$ cat src/design/peano_curve_segment_generator_macros.svh
// Assertion macros shared by the segment generator RTL.
// Simulation builds expand them into concurrent assertions; synthesis builds drop them.
`ifndef PEANO_CURVE_SEGMENT_GENERATOR_MACROS_SVH
`define PEANO_CURVE_SEGMENT_GENERATOR_MACROS_SVH

`ifndef SYNTHESIS
// same-cycle implication
`define PCSG_ASSERT_IMP(name, clk, rst_n, ante, cons) \
    name: assert property (@(posedge clk) disable iff (!rst_n) (ante) |-> (cons)) \
        else $error("same-cycle check failed");
// next-cycle implication
`define PCSG_ASSERT_NXT(name, clk, rst_n, ante, cons) \
    name: assert property (@(posedge clk) disable iff (!rst_n) (ante) |=> (cons)) \
        else $error("next-cycle check failed");
`else
`define PCSG_ASSERT_IMP(name, clk, rst_n, ante, cons)
`define PCSG_ASSERT_NXT(name, clk, rst_n, ante, cons)
`endif

`endif

$ cat src/design/pcsg_pkg.sv
// Types, constants and helper functions for the Peano curve segment generator.
// No dependencies; used by peano_curve_segment_generator.
package pcsg_pkg;

    // sizing
    localparam int MAX_DEPTH  = 6;
    localparam int COORD_BITS = 11;
    localparam int DEPTH_W    = $clog2(MAX_DEPTH + 1);

    // fixed field widths
    localparam int FIELD_W = 11;
    localparam int CHAN_W  = 8;

    typedef logic [COORD_BITS-1:0] t_coord;
    typedef logic [FIELD_W-1:0]    t_field;
    typedef logic [DEPTH_W-1:0]    t_depth;
    typedef logic [3:0]            t_digit;
    typedef logic [5:0]            t_head;
    typedef logic [MAX_DEPTH-1:0][3:0] t_digits;

    // register indexes of the configuration port
    typedef enum logic [1:0] {
        REG_CURVE_DEPTH = 2'd0,
        REG_STEP_LENGTH = 2'd1,
        REG_START_X     = 2'd2,
        REG_START_Y     = 2'd3
    } t_reg_idx;

    // heading count runs modulo 36
    localparam t_head  HEAD_MOD   = 6'd36;
    localparam t_head  HEAD_LAST  = 6'd35;
    localparam t_head  HEAD_START = 6'd28;
    localparam t_digit DIGIT_LAST = 4'd8;
    localparam t_digit TURN_A     = 4'd2;
    localparam t_digit TURN_B     = 4'd5;

    typedef struct packed {
        logic [CHAN_W-1:0] red;
        logic [CHAN_W-1:0] green;
        logic [CHAN_W-1:0] blue;
    } t_rgb;

    // step the heading count one up or down with wrap
    function automatic t_head head_turn(t_head h, logic inc, logic dec);
        t_head r;
        r = h;
        if (inc) begin
            r = (h == HEAD_LAST) ? 6'd0 : h + 6'd1;
        end else if (dec) begin
            r = (h == 6'd0) ? HEAD_LAST : h - 6'd1;
        end
        return r;
    endfunction

    // heading count (below 36) modulo 9 by compare and subtract
    function automatic logic [3:0] mod9(t_head h);
        t_head r;
        if (h >= 6'd27) begin
            r = h - 6'd27;
        end else if (h >= 6'd18) begin
            r = h - 6'd18;
        end else if (h >= 6'd9) begin
            r = h - 6'd9;
        end else begin
            r = h;
        end
        return r[3:0];
    endfunction

    // nine-entry colour table
    function automatic t_rgb color_of(logic [3:0] idx);
        t_rgb c;
        case (idx)
            4'd0:    c = '{red: 8'd0,   green: 8'd255, blue: 8'd0};
            4'd1:    c = '{red: 8'd85,  green: 8'd170, blue: 8'd0};
            4'd2:    c = '{red: 8'd170, green: 8'd85,  blue: 8'd0};
            4'd3:    c = '{red: 8'd255, green: 8'd0,   blue: 8'd0};
            4'd4:    c = '{red: 8'd170, green: 8'd0,   blue: 8'd85};
            4'd5:    c = '{red: 8'd85,  green: 8'd0,   blue: 8'd170};
            4'd6:    c = '{red: 8'd0,   green: 8'd0,   blue: 8'd255};
            4'd7:    c = '{red: 8'd0,   green: 8'd85,  blue: 8'd170};
            4'd8:    c = '{red: 8'd0,   green: 8'd170, blue: 8'd85};
            default: c = '{red: 8'd0,   green: 8'd0,   blue: 8'd0};
        endcase
        return c;
    endfunction

endpackage

$ cat src/design/peano_curve_segment_generator.sv
// Peano curve segment generator: an accepted word reaches the output through the input
// register, then the result register; one word per cycle sustained while the output is not
// stalled, with the digit carry and heading update between the two registers.
// A word that yields no segment (curve finished or no digit left, no restart) is dropped.
// Synchronous active-low reset: depth 1, step 1, start 0,0, curve finished until restart.
// Depends on pcsg_pkg and peano_curve_segment_generator_macros.svh.
`include "peano_curve_segment_generator_macros.svh"

module peano_curve_segment_generator (
    input  logic                     i_clk,
    input  logic                     i_rst_n,
    // configuration write channel
    input  logic                     i_cfg_valid,
    output logic                     o_cfg_ready,
    input  logic [1:0]               i_cfg_index,
    input  logic [10:0]              i_cfg_data,
    // input channel
    input  logic                     i_in_valid,
    output logic                     o_in_ready,
    input  logic                     i_restart,
    // output channel
    output logic                     o_out_valid,
    input  logic                     i_out_ready,
    output logic [10:0]              o_from_x,
    output logic [10:0]              o_from_y,
    output logic [10:0]              o_to_x,
    output logic [10:0]              o_to_y,
    output logic [7:0]               o_red,
    output logic [7:0]               o_green,
    output logic [7:0]               o_blue,
    output logic                     o_last_segment
);

    localparam int MD = pcsg_pkg::MAX_DEPTH;

    // configuration registers
    logic [2:0]          r_curve_depth;
    logic [10:0]         r_step_length;
    logic [10:0]         r_start_x;
    logic [10:0]         r_start_y;

    // input register
    logic                r_in_valid;
    logic                r_in_restart;

    // curve state
    pcsg_pkg::t_digits   r_digits;
    pcsg_pkg::t_head     r_heading;
    pcsg_pkg::t_coord    r_pen_x;
    pcsg_pkg::t_coord    r_pen_y;
    logic                r_finished;

    // result register
    logic                r_out_valid;
    pcsg_pkg::t_field    r_from_x;
    pcsg_pkg::t_field    r_from_y;
    pcsg_pkg::t_field    r_to_x;
    pcsg_pkg::t_field    r_to_y;
    pcsg_pkg::t_rgb      r_rgb;
    logic                r_last;

    // next-state and datapath signals
    pcsg_pkg::t_depth    depth;
    pcsg_pkg::t_digits   eff_digits;
    pcsg_pkg::t_head     eff_heading;
    pcsg_pkg::t_coord    eff_pen_x;
    pcsg_pkg::t_coord    eff_pen_y;
    logic                eff_finished;
    logic [MD-1:0]       sel;
    logic                found;
    logic                parity;
    pcsg_pkg::t_digit    k;
    logic                turn_inc;
    logic                turn_dec;
    pcsg_pkg::t_head     dir;
    pcsg_pkg::t_coord    step;
    pcsg_pkg::t_digits   n_digits;
    pcsg_pkg::t_head     n_heading;
    pcsg_pkg::t_coord    n_pen_x;
    pcsg_pkg::t_coord    n_pen_y;
    logic                n_finished;
    logic                n_last;
    logic                emit;
    logic                adv;

    // clamp the depth into 1..MAX_DEPTH
    always_comb begin
        if (r_curve_depth == 3'd0) begin
            depth = pcsg_pkg::t_depth'(1);
        end else if (32'(r_curve_depth) > MD) begin
            depth = pcsg_pkg::t_depth'(MD);
        end else begin
            depth = pcsg_pkg::t_depth'(r_curve_depth);
        end
    end

    // state seen by this word: reloaded on restart
    always_comb begin
        if (r_in_restart) begin
            eff_digits   = '0;
            eff_heading  = pcsg_pkg::HEAD_START;
            eff_pen_x    = pcsg_pkg::t_coord'(r_start_x);
            eff_pen_y    = pcsg_pkg::t_coord'(r_start_y);
            eff_finished = 1'b0;
        end else begin
            eff_digits   = r_digits;
            eff_heading  = r_heading;
            eff_pen_x    = r_pen_x;
            eff_pen_y    = r_pen_y;
            eff_finished = r_finished;
        end
    end

    // pick the deepest active level whose digit is below 8
    always_comb begin
        logic seen;
        seen = 1'b0;
        for (int i = MD - 1; i >= 0; i--) begin
            sel[i] = !seen && (i < int'(depth)) && (eff_digits[i] != pcsg_pkg::DIGIT_LAST);
            seen   = seen | sel[i];
        end
        found = seen;
    end

    // digit of the chosen level and parity of the digits above it
    always_comb begin
        logic pa;
        pa     = 1'b0;
        parity = 1'b0;
        k      = '0;
        for (int i = 0; i < MD; i++) begin
            if (sel[i]) begin
                k      = eff_digits[i];
                parity = pa;
            end
            pa = pa ^ eff_digits[i][0];
        end
    end

    // turn before and after the stroke: odd parity turns up at stroke 2, down at stroke 5
    assign turn_inc = ((k == pcsg_pkg::TURN_A) && parity)
                   || ((k == pcsg_pkg::TURN_B) && !parity);
    assign turn_dec = ((k == pcsg_pkg::TURN_A) && !parity)
                   || ((k == pcsg_pkg::TURN_B) && parity);
    assign dir       = pcsg_pkg::head_turn(eff_heading, turn_inc, turn_dec);
    assign n_heading = pcsg_pkg::head_turn(dir, turn_inc, turn_dec);

    // move the pen one step along the heading
    assign step = pcsg_pkg::t_coord'(r_step_length);
    always_comb begin
        n_pen_x = eff_pen_x;
        n_pen_y = eff_pen_y;
        case (dir[1:0])
            2'd0:    n_pen_x = eff_pen_x + step;
            2'd1:    n_pen_y = eff_pen_y - step;
            2'd2:    n_pen_x = eff_pen_x - step;
            default: n_pen_y = eff_pen_y + step;
        endcase
    end

    // advance the chosen digit, clear the active digits below it
    always_comb begin
        logic passed;
        passed = 1'b0;
        for (int i = 0; i < MD; i++) begin
            if (sel[i]) begin
                n_digits[i] = eff_digits[i] + 4'd1;
            end else if (passed && (i < int'(depth))) begin
                n_digits[i] = '0;
            end else begin
                n_digits[i] = eff_digits[i];
            end
            passed = passed | sel[i];
        end
    end

    // final segment once every active digit reaches 8
    always_comb begin
        n_last = 1'b1;
        for (int i = 0; i < MD; i++) begin
            if ((i < int'(depth)) && (n_digits[i] != pcsg_pkg::DIGIT_LAST)) begin
                n_last = 1'b0;
            end
        end
    end

    assign emit       = !eff_finished && found;
    assign n_finished = emit ? n_last : 1'b1;

    // handshakes: the input register drains when the result register can take its segment or the word yields none
    assign adv         = r_in_valid && (!emit || !r_out_valid || i_out_ready);
    assign o_in_ready  = !r_in_valid || adv;
    assign o_cfg_ready = 1'b1;

    // configuration writes
    always_ff @(posedge i_clk) begin
        if (!i_rst_n) begin
            r_curve_depth <= 3'd1;
            r_step_length <= 11'd1;
            r_start_x     <= '0;
            r_start_y     <= '0;
        end else if (i_cfg_valid) begin
            unique case (pcsg_pkg::t_reg_idx'(i_cfg_index))
                pcsg_pkg::REG_CURVE_DEPTH: r_curve_depth <= i_cfg_data[2:0];
                pcsg_pkg::REG_STEP_LENGTH: r_step_length <= i_cfg_data;
                pcsg_pkg::REG_START_X:     r_start_x     <= i_cfg_data;
                pcsg_pkg::REG_START_Y:     r_start_y     <= i_cfg_data;
                default: ;
            endcase
        end
    end

    // input register
    always_ff @(posedge i_clk) begin
        if (!i_rst_n) begin
            r_in_valid <= 1'b0;
        end else if (o_in_ready) begin
            r_in_valid <= i_in_valid;
        end
        if (i_in_valid && o_in_ready) begin
            r_in_restart <= i_restart;
        end
    end

    // curve state: advance when the held word leaves
    always_ff @(posedge i_clk) begin
        if (!i_rst_n) begin
            r_digits   <= '0;
            r_heading  <= pcsg_pkg::HEAD_START;
            r_pen_x    <= '0;
            r_pen_y    <= '0;
            r_finished <= 1'b1;
        end else if (adv) begin
            r_finished <= n_finished;
            if (emit) begin
                r_digits  <= n_digits;
                r_heading <= n_heading;
                r_pen_x   <= n_pen_x;
                r_pen_y   <= n_pen_y;
            end else begin
                r_digits  <= eff_digits;
                r_heading <= eff_heading;
                r_pen_x   <= eff_pen_x;
                r_pen_y   <= eff_pen_y;
            end
        end
    end

    // result register
    always_ff @(posedge i_clk) begin
        if (!i_rst_n) begin
            r_out_valid <= 1'b0;
        end else if (adv && emit) begin
            r_out_valid <= 1'b1;
        end else if (i_out_ready) begin
            r_out_valid <= 1'b0;
        end
        if (adv && emit) begin
            r_from_x <= pcsg_pkg::t_field'(eff_pen_x);
            r_from_y <= pcsg_pkg::t_field'(eff_pen_y);
            r_to_x   <= pcsg_pkg::t_field'(n_pen_x);
            r_to_y   <= pcsg_pkg::t_field'(n_pen_y);
            r_rgb    <= pcsg_pkg::color_of(pcsg_pkg::mod9(dir));
            r_last   <= n_last;
        end
    end

    assign o_out_valid    = r_out_valid;
    assign o_from_x       = r_from_x;
    assign o_from_y       = r_from_y;
    assign o_to_x         = r_to_x;
    assign o_to_y         = r_to_y;
    assign o_red          = r_rgb.red;
    assign o_green        = r_rgb.green;
    assign o_blue         = r_rgb.blue;
    assign o_last_segment = r_last;

    // a restarted curve never ends on its first segment
    `PCSG_ASSERT_NXT(a_restart_runs, i_clk, i_rst_n, adv && r_in_restart, !r_finished)
    // issuing the final segment leaves the curve finished
    `PCSG_ASSERT_NXT(a_last_ends, i_clk, i_rst_n, adv && emit && n_last, r_finished)
    // a stalled result keeps a segment-producing word in the input register
    `PCSG_ASSERT_NXT(a_hold_word, i_clk, i_rst_n, r_in_valid && !adv, r_in_valid)
    // the heading count stays below its modulus
    `PCSG_ASSERT_IMP(a_head_range, i_clk, i_rst_n, r_in_valid, r_heading < pcsg_pkg::HEAD_MOD)

endmodule

$ cat config.mk
export PLATFORM = sky130hd
export DESIGN_NAME = peano_curve_segment_generator
export DESIGN_NICKNAME = d
export VERILOG_FILES = /design/src/design/pcsg_pkg.sv /design/src/design/peano_curve_segment_generator.sv
export VERILOG_INCLUDE_DIRS = /design/src /design/src/design
export SDC_FILE = /design/constraint.sdc
export NUM_CORES = 1
export LEC_CHECK = 0
export ABC_AREA = 1
export BUFFER_PORTS_ARGS = -buffer_cell sky130_fd_sc_hd__buf_4
export CAP_MARGIN = 40
export CORE_ASPECT_RATIO = 1.75
export CORE_MARGIN = 2
export CORE_UTILIZATION = 35
export DETAILED_ROUTE_END_ITERATION = 16
export GPL_TIMING_DRIVEN = 0
export PLACE_DENSITY = 0.59
export SYNTH_ARGS = -nofsm -noshare
export SYNTH_HDL_FRONTEND = slang
export SYNTH_SLANG_ARGS = --single-unit
export TNS_END_PERCENT = 30
$ cat constraint.sdc
create_clock -name i_clk -period 8.1 [get_ports i_clk]
set_input_delay 0.405 -clock i_clk [delete_from_list [all_inputs] [get_ports i_clk]]
set_output_delay 0.405 -clock i_clk [all_outputs]
set_load 0.01 [all_outputs]
# ---- After elaboration in Yosys (flattened, before gate mapping)
# Memories as Yosys holds them, arrays and structs flattened. A register that Yosys moved wholly into a read port is not among the register bits.
# Index checks and enable logic that the tools add are counted.
dict set report totals {
  register_bits 137
  rom_bits 384
  inputBits 19
  output_inout_bits 72
  wordCells 196
  n_memories 1
}
# name depth width read_ports rd_clocked_by_memory_dff write_ports line_no
set memory_table {}
lappend memory_table {{(name not given)} 16 24 1 1 0 pcsg_pkg.sv:73} ;# case (idx)
dict set report classes {
  addsub 17
  n_lt_le_gt_ge 10
  eq_ne 21
  mux 56
  bitwise 13
  n_reduce_logical 56
}
# operator count
set op_table {}
lappend op_table {{4-bit 2-to-1 mux} 21}
lappend op_table {{6-bit 2-to-1 mux} 10}
lappend op_table {{24-bit 2-to-1 mux} 2}
lappend op_table {{4-bit != test, second input constant} 12}
lappend op_table {{11-bit 2-to-1 mux} 4}
lappend op_table {{11-bit one-hot mux with 2 select lines} 2}
lappend op_table {{1-bit logical AND} 30}
lappend op_table {{4-bit by 1-bit adder with 4-bit output, second input constant} 6}
lappend op_table {{11-bit adder} 2}
lappend op_table {{11-bit subtractor} 2}
lappend op_table {{1-bit 2-to-1 mux} 15}
lappend op_table {{6-bit by 1-bit adder with 6-bit output, second input constant} 2}
lappend op_table {{6-bit equality test, second input constant} 2}
lappend op_table {{6-bit by 5-bit >= comparator with 1-bit output, second input constant} 2}
lappend op_table {{6-bit zero test} 2}
lappend op_table {{6-bit by 1-bit subtractor with 6-bit output, second input constant} 2}
lappend op_table {{1-bit zero test} 10}
lappend op_table {{1-bit bitwise OR} 9}
lappend op_table {{2-bit AND reduction} 4}
lappend op_table {{4-bit subtractor, second input constant} 2}
lappend op_table {{2-bit equality test, second input constant} 3}
lappend op_table {{6-bit by 4-bit >= comparator with 1-bit output, second input constant} 1}
lappend op_table {{1-bit by 3-bit < comparator with 1-bit output, first input constant} 2}
lappend op_table {{2-bit by 3-bit < comparator with 1-bit output, first input constant} 2}
lappend op_table {{13 further kinds} 24}

# ---- Logic depth before layout (Yosys ltp)
# Gate-level depths: netlist (run 1).
dict set report logic_depth {
  word_depth 40
  ltp_mapped 44
  depth_no_buf 41
}

# ---- Worst setup path before layout (run 1)
# OpenSTA, ideal clock, no wires.
dict set report synth_path {
  kind {register to register}
  from {register r_in_restart}
  to {register r_pen_y[10]}
  setup_time_ps 132
  arrival_time_ps 5522
  required_ps 7968
  setup_slack_ps 2445
  stages_incl_launch_ff 42
  path_buffers 4
  period_less_slack_ps 5655
  cell_sequence {edfxtp_1 > buf_12 > nor2_1 > inv_1 > ha_1 > inv_1 > nor2_1 > nand2_2 > nand2_4 > nand3_4 > nor2_4 > nand3_1 > nand2_1 > nor2_1 > nand4_1 > nor2_2 > nand2_1 > nand2_1 > (+6 left out) > clkinv_1 > clkbuf_1 > o21ai_0 > ha_1 > a21oi_1 > o21ai_0 > a21oi_1 > inv_1 > a21oi_1 > o21ai_0 > a21oi_1 > nor2_1 > nor2_1 > xnor2_1 > nor2_1 > xor2_1 > o21ai_0 > a21oi_1}
}
dict set report synth_via {
  elab_chain_len 37
  word_cells_on_any_way 77
  classes_between {add/sub: 4; eq/ne: 11; mux: 21; bitwise: 9; reduce/logical: 32}
}
# item line_no
set synth_lines {}
lappend synth_lines {{start: declaration} peano_curve_segment_generator.sv:44} ;# logic r_in_restart;
lappend synth_lines {{start signal: assignment} peano_curve_segment_generator.sv:221} ;# r_in_restart <= i_restart;
lappend synth_lines {{24-bit 2-to-1 mux} peano_curve_segment_generator.sv:99} ;# if (r_in_restart) begin
lappend synth_lines {{4-bit != test} peano_curve_segment_generator.sv:119} ;# sel[i] = !seen && (i < int'(depth)) && (eff_digits[i] != pcsg_pkg::DIGIT_LAST);
lappend synth_lines {{1-bit logical AND} peano_curve_segment_generator.sv:119}
lappend synth_lines {{1-bit zero test} peano_curve_segment_generator.sv:119}
lappend synth_lines {{1-bit logical AND (2 in series)} peano_curve_segment_generator.sv:119}
lappend synth_lines {{1-bit bitwise OR} peano_curve_segment_generator.sv:120} ;# seen = seen | sel[i];
lappend synth_lines {{1-bit zero test} peano_curve_segment_generator.sv:119}
lappend synth_lines {{1-bit logical AND (2 in series)} peano_curve_segment_generator.sv:119}
lappend synth_lines {{(+20 left out)} --}
lappend synth_lines {{1-bit logical OR} peano_curve_segment_generator.sv:144} ;# || ((k == pcsg_pkg::TURN_B) && parity);
lappend synth_lines {{6-bit 2-to-1 mux} pcsg_pkg.sv:49} ;# end else if (dec) begin
lappend synth_lines {{6-bit 2-to-1 mux} pcsg_pkg.sv:47} ;# if (inc) begin
lappend synth_lines {{2-bit equality test or 2-bit zero test (tied branches)} peano_curve_segment_generator.sv:153} ;# case (dir[1:0])
lappend synth_lines {{2-bit OR reduction (no source line)} --}
lappend synth_lines {{11-bit one-hot mux with 2 select lines (*)} peano_curve_segment_generator.sv:153}
lappend synth_lines {{via n_pen_y[10]} peano_curve_segment_generator.sv:80} ;# pcsg_pkg::t_coord n_pen_y;
lappend synth_lines {{11-bit 2-to-1 mux (*)} peano_curve_segment_generator.sv:235} ;# if (emit) begin
lappend synth_lines {{end signal: assignment} peano_curve_segment_generator.sv:239} ;# r_pen_y <= n_pen_y;
lappend synth_lines {{end signal: assignment} peano_curve_segment_generator.sv:244} ;# r_pen_y <= eff_pen_y;
lappend synth_lines {{end: declaration} peano_curve_segment_generator.sv:50} ;# pcsg_pkg::t_coord r_pen_y;
# The timed path passes the listed nets; every way through them passes the cells marked *.
# A chain may end at the register's enable or synchronous reset.

# ---- Worst setup path in the final report (run 1)
# Ends and elaborated chain as after synthesis.

==> results.tsv, run 1 <==
stage	metric	value	unit
route	route.antenna.remaining_nets	0	
floorplan	die_y	224.9	microns
timing	grt_setup_unrepaired	no	
setup_path	timing.critical_path.from	r_in_restart	
place	gpl.final_weighted_congestion	0.9079	
setup_path	critPathCapture	r_pen_y[10]	
clock_tree	cts.sink_count	143	
timing	pins_over_slew_limit	0	
global_route	grt_antenna_before_repair	0	
cells_and_area	post-route-cell-area	11520	sq um
clock_tree	post_cts_buffers	0	
worst_hold_path	hp-class	input port to flip-flop	
global_route	grt_pass1_wl	48.84	mm
synthesis	mappedNetlistNets	1395	
synthesis	post_synthesis_average_cell_area	7.326	sq um
clock_tree	clock_latency	440	ps
timing	slew_headroom	0.4782	
place	dpl.hpwl	24.40	mm
timing	setup_tns	0	ps
synthesis	netlist_instances	1332	
cells_and_area	antenna_cells	0	
synthesis	main_flop_type_after_synthesis	dfxtp_1	
place	place_area	10910	sq um
route	avgViaCountPerCell	5.098	
cells_and_area	layout-drive-gt1-share	0.1726	
route	drcViolationCount	0	
synthesis	synth_sequential_area_ratio	0.3467	
floorplan	floorplan.core_area	27330	sq um
setup_path	cp.required	8460	ps
pwr	vdd_drop_max	0.1618	mV
floorplan	dieWidth	130.2	microns
timing	finalHoldViolCount	0	
synthesis	ys_top_cells_by_area	dfxtp_1, edfxtp_1, nand2_1	
setup_path	timing.reg2reg.worst_path_depth	39	
pwr	cellPowerDensity	205.2	nW/um^2
setup_path	setup.worst_path.end_class	flip-flop	
route	wl_per_cell	17.13	microns
pwr	clkPwrFrac	0.345	
route	drt_first_iter_violations	570	
clock_tree	clk_pin_slew	60	ps
cells_and_area	fillerInstances	2812	
synthesis	post_synth_most_frequent_cells	nand2_1, a21oi_1, inv_1	
setup_path	cpMaxStageDelayCell	edfxtp_1	
pwr	power.share.combinational	0.303	
pwr	power_frac_seq	0.352	
synthesis	synthDistinctLibCells	53	
clock_tree	cts-root-to-sink-buffers	2	
global_route	grt_pass1_vias	9176	
synthesis	synth_enable_flop_cells	52	
route	route.vias.total	9293	
cells_and_area	nets	1504	
setup_path	cp.arrival	8000	ps
timing	min_period	7643	ps
floorplan	floorplan.initialDensity	0.3571	
setup_path	regToRegEndpoint	r_pen_y[10]	
timing	final-setup-viol-count	0	
pwr	total_internal_power	0.001527	W
route	wl	31.24	mm
synthesis	asyncSetResetFlopFracSynth	0	
timing	final.period_utilization	0.9435	
cells_and_area	layout-area-overhead-vs-synth	18.04	%
floorplan	placementRows	80	
floorplan	ioPinCount	91	
synthesis	synth_top_cell_by_area	dfxtp_1	
pwr	p_sw_frac	0.3541	
timing	worst_pin_slew	782.8	ps
clock_tree	tritoncts_clock_tree	yes	
floorplan	floorplan.die_area	29280	sq um
job	max_cap_violations	0	
setup_path	cp_common_cell	nor2_1	
pwr	power.net_switching	0.0008371	W
global_route	globalRouteTotalUtil	0.2201	
setup_path	worstReg2RegStart	r_in_restart	
global_route	pin_count_of_the_biggest_net_entering_global_routing	34	
pwr	p_leak	5.053	nW
synthesis	number_of_register_bits_inferred_by_synthesis	143	
global_route	grt-ovfl-total	0	
run_status	status	complete, no violations	
timing	clock.fmax	0.1308	GHz
synthesis	synth.most_common_cell	nand2_1	
setup_path	timing_worst_setup_path_type	flip-flop to flip-flop	
setup_path	startpoint_type	flip-flop	
clock_tree	cts_inserted_buffers	17	
clock_tree	cts_root_buf	clkbuf_16	
route	drt-pass1-iter-count	5	
clock_tree	cts.htree.levels	4	
place	numPortBuffers	89	
synthesis	synthesis.yosys.warnings	0	
synthesis	synth_largest_type_area_fraction	0.1867	
setup_path	crit_fanout	11	
synthesis	netlist_area_before_placement	9758	sq um
timing	fin_skew	7.920	ps
setup_path	cp_slowest_stage_delay	410	ps
setup_path	r2r_slack	460	ps
clock_tree	cts_hold_buffers	0	
## how the worst min path moves through the flow
| stage | from | endpoint | slack (ps) | cells after the start |
|---|---|---|---|---|
| floorplan | r_start_y[2] | r_start_y[2] | 420 | 2 |
| global placement | r_start_y[7] | r_start_y[7] | 440 | 2 |
| detailed placement | r_start_y[9] | r_start_y[9] | 440 | 2 |
| CTS | i_restart | r_in_restart | 140 | 1 |
| global route | i_restart | r_in_restart | 150 | 1 |
| finish | i_restart | r_in_restart | 160 | 1 |
## area by class of cell
type                    instances  area [sq um]  share of cell area
plain buffers                  73         396.6             0.03443
repair buffers                 90         688.2             0.05974
flip-flops and latches        143          3383              0.2937
inverters                     145         558.0             0.04845
well taps                     369         461.7             0.04008
clock buffers                  23         510.5             0.04432
clock inverters                 9         93.84            0.008147
multi-input cells             971          5426              0.4711
## power by group through the flow
stage,registers [W],logic [W],clock network (W)
after detailed placement,0.000848,0.000713,0
after global routing,0.000838,0.000793,0.000856
after global placement,0.000848,0.000704,0
after CTS,0.000833,0.000715,0.000824
final,0.000833,0.000716,0.000815
after floorplan,0.000850,0.000485,0
## logic make-up after synthesis
logic type / share of synthesized area
buffers and inverters: 0.09745
other: 0.0003843
muxes: 0.001026
xor gates and xnor gates: 0.04296
and+or+nand+nor: 0.2734
AOI/OAI and AO/OA: 0.1802
DFF: 0.3467
adders and majority gates: 0.05796
## critical path, delay by kind of cell (launching register included)
family                   cells  cell delay (ps)
flip-flops                   1              410
AND/OR/NAND/NOR             16             2200
XOR/XNOR                     2              420
buffers and inverters        8             1780
AO/OA/AOI/OAI               10             1830
adder cells (fa/ha/maj)      3              920
## routing by layer
layer	vias up	global-route usage	routed length, microns
li1	4637	-	-
met1	4368	0.2321	11740
met2	217	0.4187	17180
met3	71	0.03235	998
met4	0	0.1009	1313
met5	-	0	0
## registers in the layout (all words and copies together), names as in the netlist, 3 cells and up
register / cells
r_pen_y: 11
o_to_x: 11
o_to_y: 11
r_pen_x: 11
o_from_x: 11
r_step_length: 11
r_start_y: 11
r_curve_depth: 3
r_digits: 24
r_heading: 6
o_from_y: 11
r_start_x: 11
## cell usage in the layout, fill, tap and decap left out, types with 8 or more instances in the layout
| master | count |
|---|---|
| nand2_1 | 291 |
| a21oi_1 | 127 |
| inv_1 | 123 |
| o21ai_0 | 117 |
| buf_4 | 110 |
| nor2_1 | 107 |
| dfxtp_1 | 91 |
| nand3_1 | 63 |
| edfxtp_1 | 52 |
| clkbuf_1 | 43 |
| ha_1 | 42 |
| xor2_1 | 33 |
| o21ai_1 | 19 |
| clkbuf_16 | 19 |
| nand2_2 | 17 |
| nand2_4 | 16 |
| inv_2 | 14 |
| xnor2_1 | 13 |
| nor2_2 | 12 |
| nand4_1 | 12 |
| a221oi_1 | 12 |
| nor3_1 | 11 |
| nor2_4 | 10 |
| a31oi_1 | 10 |
| nand3_2 | 8 |
## metrics by stage
stage                     power [W]  hold WS, ps  utilization  setup WS [ps]  instances
after floorplan            0.001335        423.9            -           2445       1332
after global placement     0.001551        436.0       0.3984          363.9       1790
after detailed placement   0.001561        438.0       0.3992          333.7       1791
after CTS                  0.002372        144.6       0.4213          304.8       1823
after global routing       0.002486        146.3       0.4215          29.06       1823
final                      0.002364        161.1       0.4215          457.3       1823
## what timing repair did
item | CTS | global route
hold endpoints to repair | 0 | 0
endpoints found under the setup margin | 0 | 3
gates resized for setup | 0 | 3
No activity file was read; power rests on OpenSTA's default activity.
==> inputs of run 2 (changes only) <==
- CORE_UTILIZATION: 35 -> 51
- PLACE_DENSITY: 0.59 -> 0.77
==> run 2 against run 1 <==
  * Maximum frequency grew 2.6%
  * Sequential cell count is the same
  * Sequential power is essentially flat
  * Die area shrank 31%
  * Count of clock-buffer cells in the layout shrank 5
  * Via count grew 4.1%
  * Setup slack gained 190 ps
  * Critical path depth grew 2
  * Highest routed layer unchanged
==> results.tsv, run 2 (synthesis results as in run 1) <==
stage	metric	value	unit	change
run_status	status	complete, no violations		
clock_tree	clk_pin_slew	60	ps	about the same
floorplan	floorplan.die_area	20300	sq um	-31%
timing	final.period_utilization	0.9199		-0.02360
global_route	grt_pass1_wl	47.00	mm	-3.8%
cells_and_area	mostFrequentLayoutCells	nand2_1, a21oi_1, inv_1		
timing	setup_tns	0	ps	unchanged
place	dpl.hpwl	22.52	mm	-7.7%
floorplan	die_y	187.0	microns	-17%
pwr	vdd_drop_max	0.1709	mV	+5.7%
cells_and_area	largest_register	r_digits		
pwr	p_sw_frac	0.3626		+0.008448
timing	final-setup-viol-count	0		unchanged
clock_tree	cts-root-to-sink-buffers	2		unchanged
global_route	grt_antenna_before_repair	0		unchanged
timing	finalHoldViolCount	0		unchanged
cells_and_area	fillerInstances	1803		-36%
timing	worst_pin_slew	770.4	ps	-12.38 ps
global_route	pin_count_of_the_biggest_net_entering_global_routing	30		-12%
setup_path	startpoint_type	flip-flop		
floorplan	ioPinCount	91		unchanged
cells_and_area	layout-drive-gt1-share	0.1750		+0.002390
timing	slew_headroom	0.4864		+0.008257
setup_path	timing_worst_setup_path_type	flip-flop to flip-flop		
pwr	power_frac_seq	0.355		+0.003
setup_path	timing.critical_path.from	r_in_restart		
pwr	cellPowerDensity	206.5	nW/um^2	+0.61%
cells_and_area	layout.cells.non_filler	1698		-6.9%
global_route	grt-ovfl-total	0		unchanged
clock_tree	cts_hold_buffers	0		unchanged
route	drt-pass1-iter-count	6		+1
global_route	grt_pass1_vias	9580		+4.4%
setup_path	critical_path.n_buffers_inverters	8		unchanged
cells_and_area	nets	1507		+0.20%
setup_path	r2r_slack	650	ps	+190 ps
cells_and_area	largest_register_ffs	24		unchanged
route	route.vias.total	9678		+4.1%
clock_tree	cts_root_buf	clkbuf_16		
clock_tree	cts.sink_count	143		unchanged
pwr	power.share.combinational	0.309		+0.006
setup_path	cpMaxStageDelayCell	edfxtp_1		
setup_path	worstReg2RegStart	r_in_restart		
global_route	globalRouteTotalUtil	0.2992		+0.07911
clock_tree	cts.htree.levels	4		unchanged
worst_hold_path	hp-class	input port to flip-flop		
route	wl	29.85	mm	-4.4%
place	pre_cts_ws	646.3	ps	+312.6 ps
cells_and_area	regArea	3383	sq um	unchanged
setup_path	setup.worst_path.end_class	flip-flop		
route	wl_per_cell	17.58	microns	+2.6%
pwr	power.net_switching	0.0008501	W	+1.6%
floorplan	dieWidth	108.6	microns	-17%
clock_tree	clock_latency	440	ps	about the same
route	drcViolationCount	0		unchanged
pwr	clkPwrFrac	0.336		-0.009
route	avgViaCountPerCell	5.700		+12%
clock_tree	cts_inserted_buffers	17		unchanged
job	max_cap_violations	0		unchanged
route	route.antenna.remaining_nets	0		unchanged
place	dp_cells	1663		-7.1%
clock_tree	tritoncts_clock_tree	yes		
cells_and_area	layout-area-overhead-vs-synth	16.37	%	
setup_path	cp.required	8460	ps	about the same
timing	clock.fmax	0.1342	GHz	+2.6%
timing	postLayoutSetupSlackWorst	648.5	ps	+191.2 ps
pwr	p_leak	5.054	nW	about the same
worst_hold_path	worst_hold_startpoint	i_restart		
cells_and_area	commonest_non_fill_non_tap_cell_in_the_layout	nand2_1		
place	numPortBuffers	89		unchanged
setup_path	cp.arrival	7820	ps	-180 ps
timing	grt_setup_unrepaired	no		
timing	pins_over_slew_limit	0		unchanged
timing	min_period	7451	ps	-191.2 ps
setup_path	crit_fanout	10		-1
place	gpl.final_weighted_congestion	0.9736		+7.2%
setup_path	worst_path_dominant_cell_family	simple AND/OR/NAND/NOR gates		
setup_path	cp_common_cell	nand2_1		
route	drt_first_iter_violations	641		+12%
cells_and_area	antenna_cells	0		unchanged
floorplan	floorplan.initialDensity	0.5151		+0.1580
pwr	total_internal_power	0.001495	W	-2.1%
timing	fin_skew	12.01	ps	+4.094 ps
setup_path	cp_slowest_stage_delay	410	ps	about the same
cells_and_area	multiInputGateArea	5426	sq um	unchanged
floorplan	floorplan.core_area	18950	sq um	-31%
floorplan	placementRows	67		-16%
[run 2: timing repair]
item / 4_1_cts / 5_1_grt
gates resized for setup: 0 / 3
buffers inserted: 0 / 3
endpoints found under the setup margin: 0 / 2
[run 2: power groups by stage]
stage / combinational (W) / sequential [W] / clock, W
floorplan: 0.000485 / 0.000850 / 0
global placement: 0.000687 / 0.000847 / 0
detailed placement: 0.000704 / 0.000847 / 0
CTS: 0.000708 / 0.000831 / 0.000785
global route: 0.000793 / 0.000836 / 0.000812
finish: 0.000725 / 0.000832 / 0.000787
[run 2: layer usage]
metal / global-route usage / part of all wire / wire, microns / vias up
met4: 0.2308 / 0.079 / 2352 / 0
met2: 0.5281 / 0.52 / 15430 / 377
met3: 0.03972 / 0.057 / 1707 / 140
li1: - / - / - / 4646
met5: 0 / 0 / 0 / -
met1: 0.3100 / 0.35 / 10360 / 4515
[run 2: path summary, 6_finish.rpt]
path             endpoint  cells after the start
min reg2reg  r_start_y[7]                      2
max reg2reg   r_pen_x[10]                     41
max           r_pen_x[10]                     41
min          r_in_restart                      1
[run 2: stage by stage]
stage / hold slack (ps) / util / cell area [sq um] / power (W)
CTS: 160.6 / 0.5977 / 11320 / 0.002325
global placement: 435.4 / 0.5662 / 10730 / 0.001534
floorplan: 423.9 / - / 9758 / 0.001335
global route: 165.8 / 0.5994 / 11360 / 0.002442
detailed placement: 438.0 / 0.5673 / 10750 / 0.001551
finish: 163.3 / 0.5994 / 11360 / 0.002345
[run 2: layout make-up]
cell class | count | area share
Multi-Input combinational cell | 971 | 0.4779
Sequential cell | 143 | 0.2979
Timing Repair Buffer | 93 | 0.06258
Inverter | 145 | 0.04914
Clock buffer | 18 | 0.03967
Buffer | 73 | 0.03515
Tap cell | 241 | 0.02655
Clock inverter | 14 | 0.01113
==> inputs of run 3 (changes only) <==
- clock period: 8.1 -> 9.2 ns (I/O delays scaled with it)
==> run 3 against run 2 <==
  * Cell count decreased by 0.18%
  * Clock skew decreased by 3.5 ps
  * Critical path depth unchanged
  * Critical endpoint is now r_pen_y[10]
  * Sequential cell count unchanged
==> results.tsv, run 3 (synthesis results as in run 1) <==
stage	metric	value	unit	change
cells_and_area	layout.cells.non_filler	1695		-0.18%
timing	grt_setup_unrepaired	no		
floorplan	floorplan.initialDensity	0.5151		unchanged
place	pre_cts_ws	1746	ps	+1100 ps
setup_path	startpoint_type	flip-flop		
floorplan	floorplan.core_area	18950	sq um	unchanged
clock_tree	tritoncts_clock_tree	yes		
cells_and_area	fillerInstances	1804		+0.055%
timing	postLayoutSetupSlackWorst	1539	ps	+890.9 ps
clock_tree	cts.htree.levels	4		unchanged
pwr	p_leak	5.042	nW	-0.23%
global_route	pin_count_of_the_biggest_net_entering_global_routing	30		unchanged
floorplan	die_y	187.0	microns	unchanged
timing	final-setup-viol-count	0		unchanged
place	gpl.final_weighted_congestion	0.9736		unchanged
pwr	vdd_drop_max	0.1495	mV	-13%
route	wl	29.73	mm	-0.40%
setup_path	cp_slowest_stage_delay	410	ps	about the same
route	route.antenna.remaining_nets	0		unchanged
cells_and_area	commonest_non_fill_non_tap_cell_in_the_layout	nand2_1		
cells_and_area	layout-area-overhead-vs-synth	16.05	%	
floorplan	floorplan.die_area	20300	sq um	unchanged
cells_and_area	antenna_cells	0		unchanged
timing	slew_headroom	0.4830		-0.003394
route	wl_per_cell	17.54	microns	-0.22%
setup_path	setup.worst_path.end_class	flip-flop		
timing	worst_pin_slew	775.5	ps	+5.091 ps
clock_tree	cts_hold_buffers	0		unchanged
global_route	globalRouteTotalUtil	0.2992		unchanged
timing	fin_skew	8.563	ps	-3.451 ps
global_route	grt_antenna_before_repair	0		unchanged
job	max_cap_violations	0		unchanged
clock_tree	clock_latency	430	ps	about the same
setup_path	cp_common_cell	a21oi_1		
worst_hold_path	hp-class	input port to flip-flop		
global_route	grt_pass1_wl	47.00	mm	unchanged
route	drt_first_iter_violations	636		-0.78%
route	route.vias.total	9653		-0.26%
floorplan	dieWidth	108.6	microns	unchanged
setup_path	cpMaxStageDelayCell	edfxtp_1		
clock_tree	cts.sink_count	143		unchanged
run_status	status	complete, no violations		
setup_path	cp.required	9560	ps	+1100 ps
route	avgViaCountPerCell	5.695		about the same
global_route	grt-ovfl-total	0		unchanged
cells_and_area	nets	1504		-0.20%
timing	min_period	7661	ps	+209.1 ps
clock_tree	cts_inserted_buffers	17		unchanged
setup_path	timing_worst_setup_path_type	flip-flop to flip-flop		
place	dp_cells	1663		unchanged
cells_and_area	largest_register	r_digits		
timing	final.period_utilization	0.8327		-0.08726
clock_tree	post_cts_buffers	0		unchanged
timing	finalHoldViolCount	0		unchanged
setup_path	crit_fanout	11		+1
cells_and_area	largest_register_ffs	24		unchanged
place	dpl.hpwl	22.52	mm	unchanged
clock_tree	cts-root-to-sink-buffers	2		unchanged
floorplan	placementRows	67		unchanged
timing	setup_tns	0	ps	unchanged
clock_tree	cts.repair.resized	0		unchanged
timing	pins_over_slew_limit	0		unchanged
clock_tree	clk_pin_slew	60	ps	about the same
timing	clock.fmax	0.1305	GHz	-2.7%
route	drcViolationCount	0		unchanged
pwr	cellPowerDensity	181.5	nW/um^2	-12%
place	numPortBuffers	89		unchanged
cells_and_area	mostFrequentLayoutCells	nand2_1, a21oi_1, inv_1		
cells_and_area	layout-drive-gt1-share	0.1719		-0.003078
setup_path	cp.arrival	8020	ps	+200 ps
global_route	grt_pass1_vias	9580		unchanged
floorplan	ioPinCount	91		unchanged
route	drt-pass1-iter-count	6		unchanged
clock_tree	cts_root_buf	clkbuf_16		
-- run 3: cell type report --
| cell class | count | area [sq um] | area share |
|---|---|---|---|
| clock inverters | 14 | 126.4 | 0.01116 |
| clock buffers | 18 | 450.4 | 0.03977 |
| flip-flops and latches | 143 | 3383 | 0.2988 |
| plain buffers | 73 | 396.6 | 0.03502 |
| multi-input cells | 971 | 5424 | 0.4790 |
| inverters | 145 | 554.3 | 0.04894 |
| well taps | 241 | 301.5 | 0.02663 |
| repair buffers | 90 | 688.2 | 0.06077 |
-- run 3: where the power goes --
group          switching, W  internal [W]  leakage, nW
registers         0.0000222      0.000710         1.23
logic              0.000422      0.000211         3.53
clock network      0.000298      0.000392        0.286
total              0.000742       0.00131         5.04
-- run 3: worst paths after layout --
check | start | to | slack [ps] | cells past startpoint
worst max-delay path | r_in_restart | r_pen_y[10] | 1540 | 41
worst min-delay path | i_restart | r_in_restart | 230 | 1
worst max register to register | r_in_restart | r_pen_y[10] | 1540 | 41
worst min register to register | r_start_y[7] | r_start_y[7] | 450 | 2
-- run 3: per-layer routing --
metal,global-route usage,wire (microns)
met1,0.3100,10260
met2,0.5281,15400
met3,0.03972,1714
met4,0.2308,2358
met5,0,0
-- run 3: worst max-delay path, delay by kind of cell (launching register included) --
family	cells	cell delay, ps
compound gates	11	1850
xor+xnor	2	370
fa+ha+maj	3	910
buf+inv	9	1950
flops	1	410
simple gates	16	2070
-- run 3: metrics by stage --
| stage | power [W] | util | instance area [sq um] | hold WS [ps] |
|---|---|---|---|---|
| 2_1_floorplan | 0.001175 | - | 9758 | 423.9 |
| 3_3_place_gp | 0.001350 | 0.5662 | 10730 | 435.4 |
| 3_5_place_dp | 0.001365 | 0.5673 | 10750 | 438.0 |
| 4_1_cts | 0.002047 | 0.5977 | 11320 | 215.6 |
| 5_1_grt | 0.002145 | 0.5977 | 11320 | 220.8 |
| 6_report | 0.002055 | 0.5977 | 11320 | 227.8 |
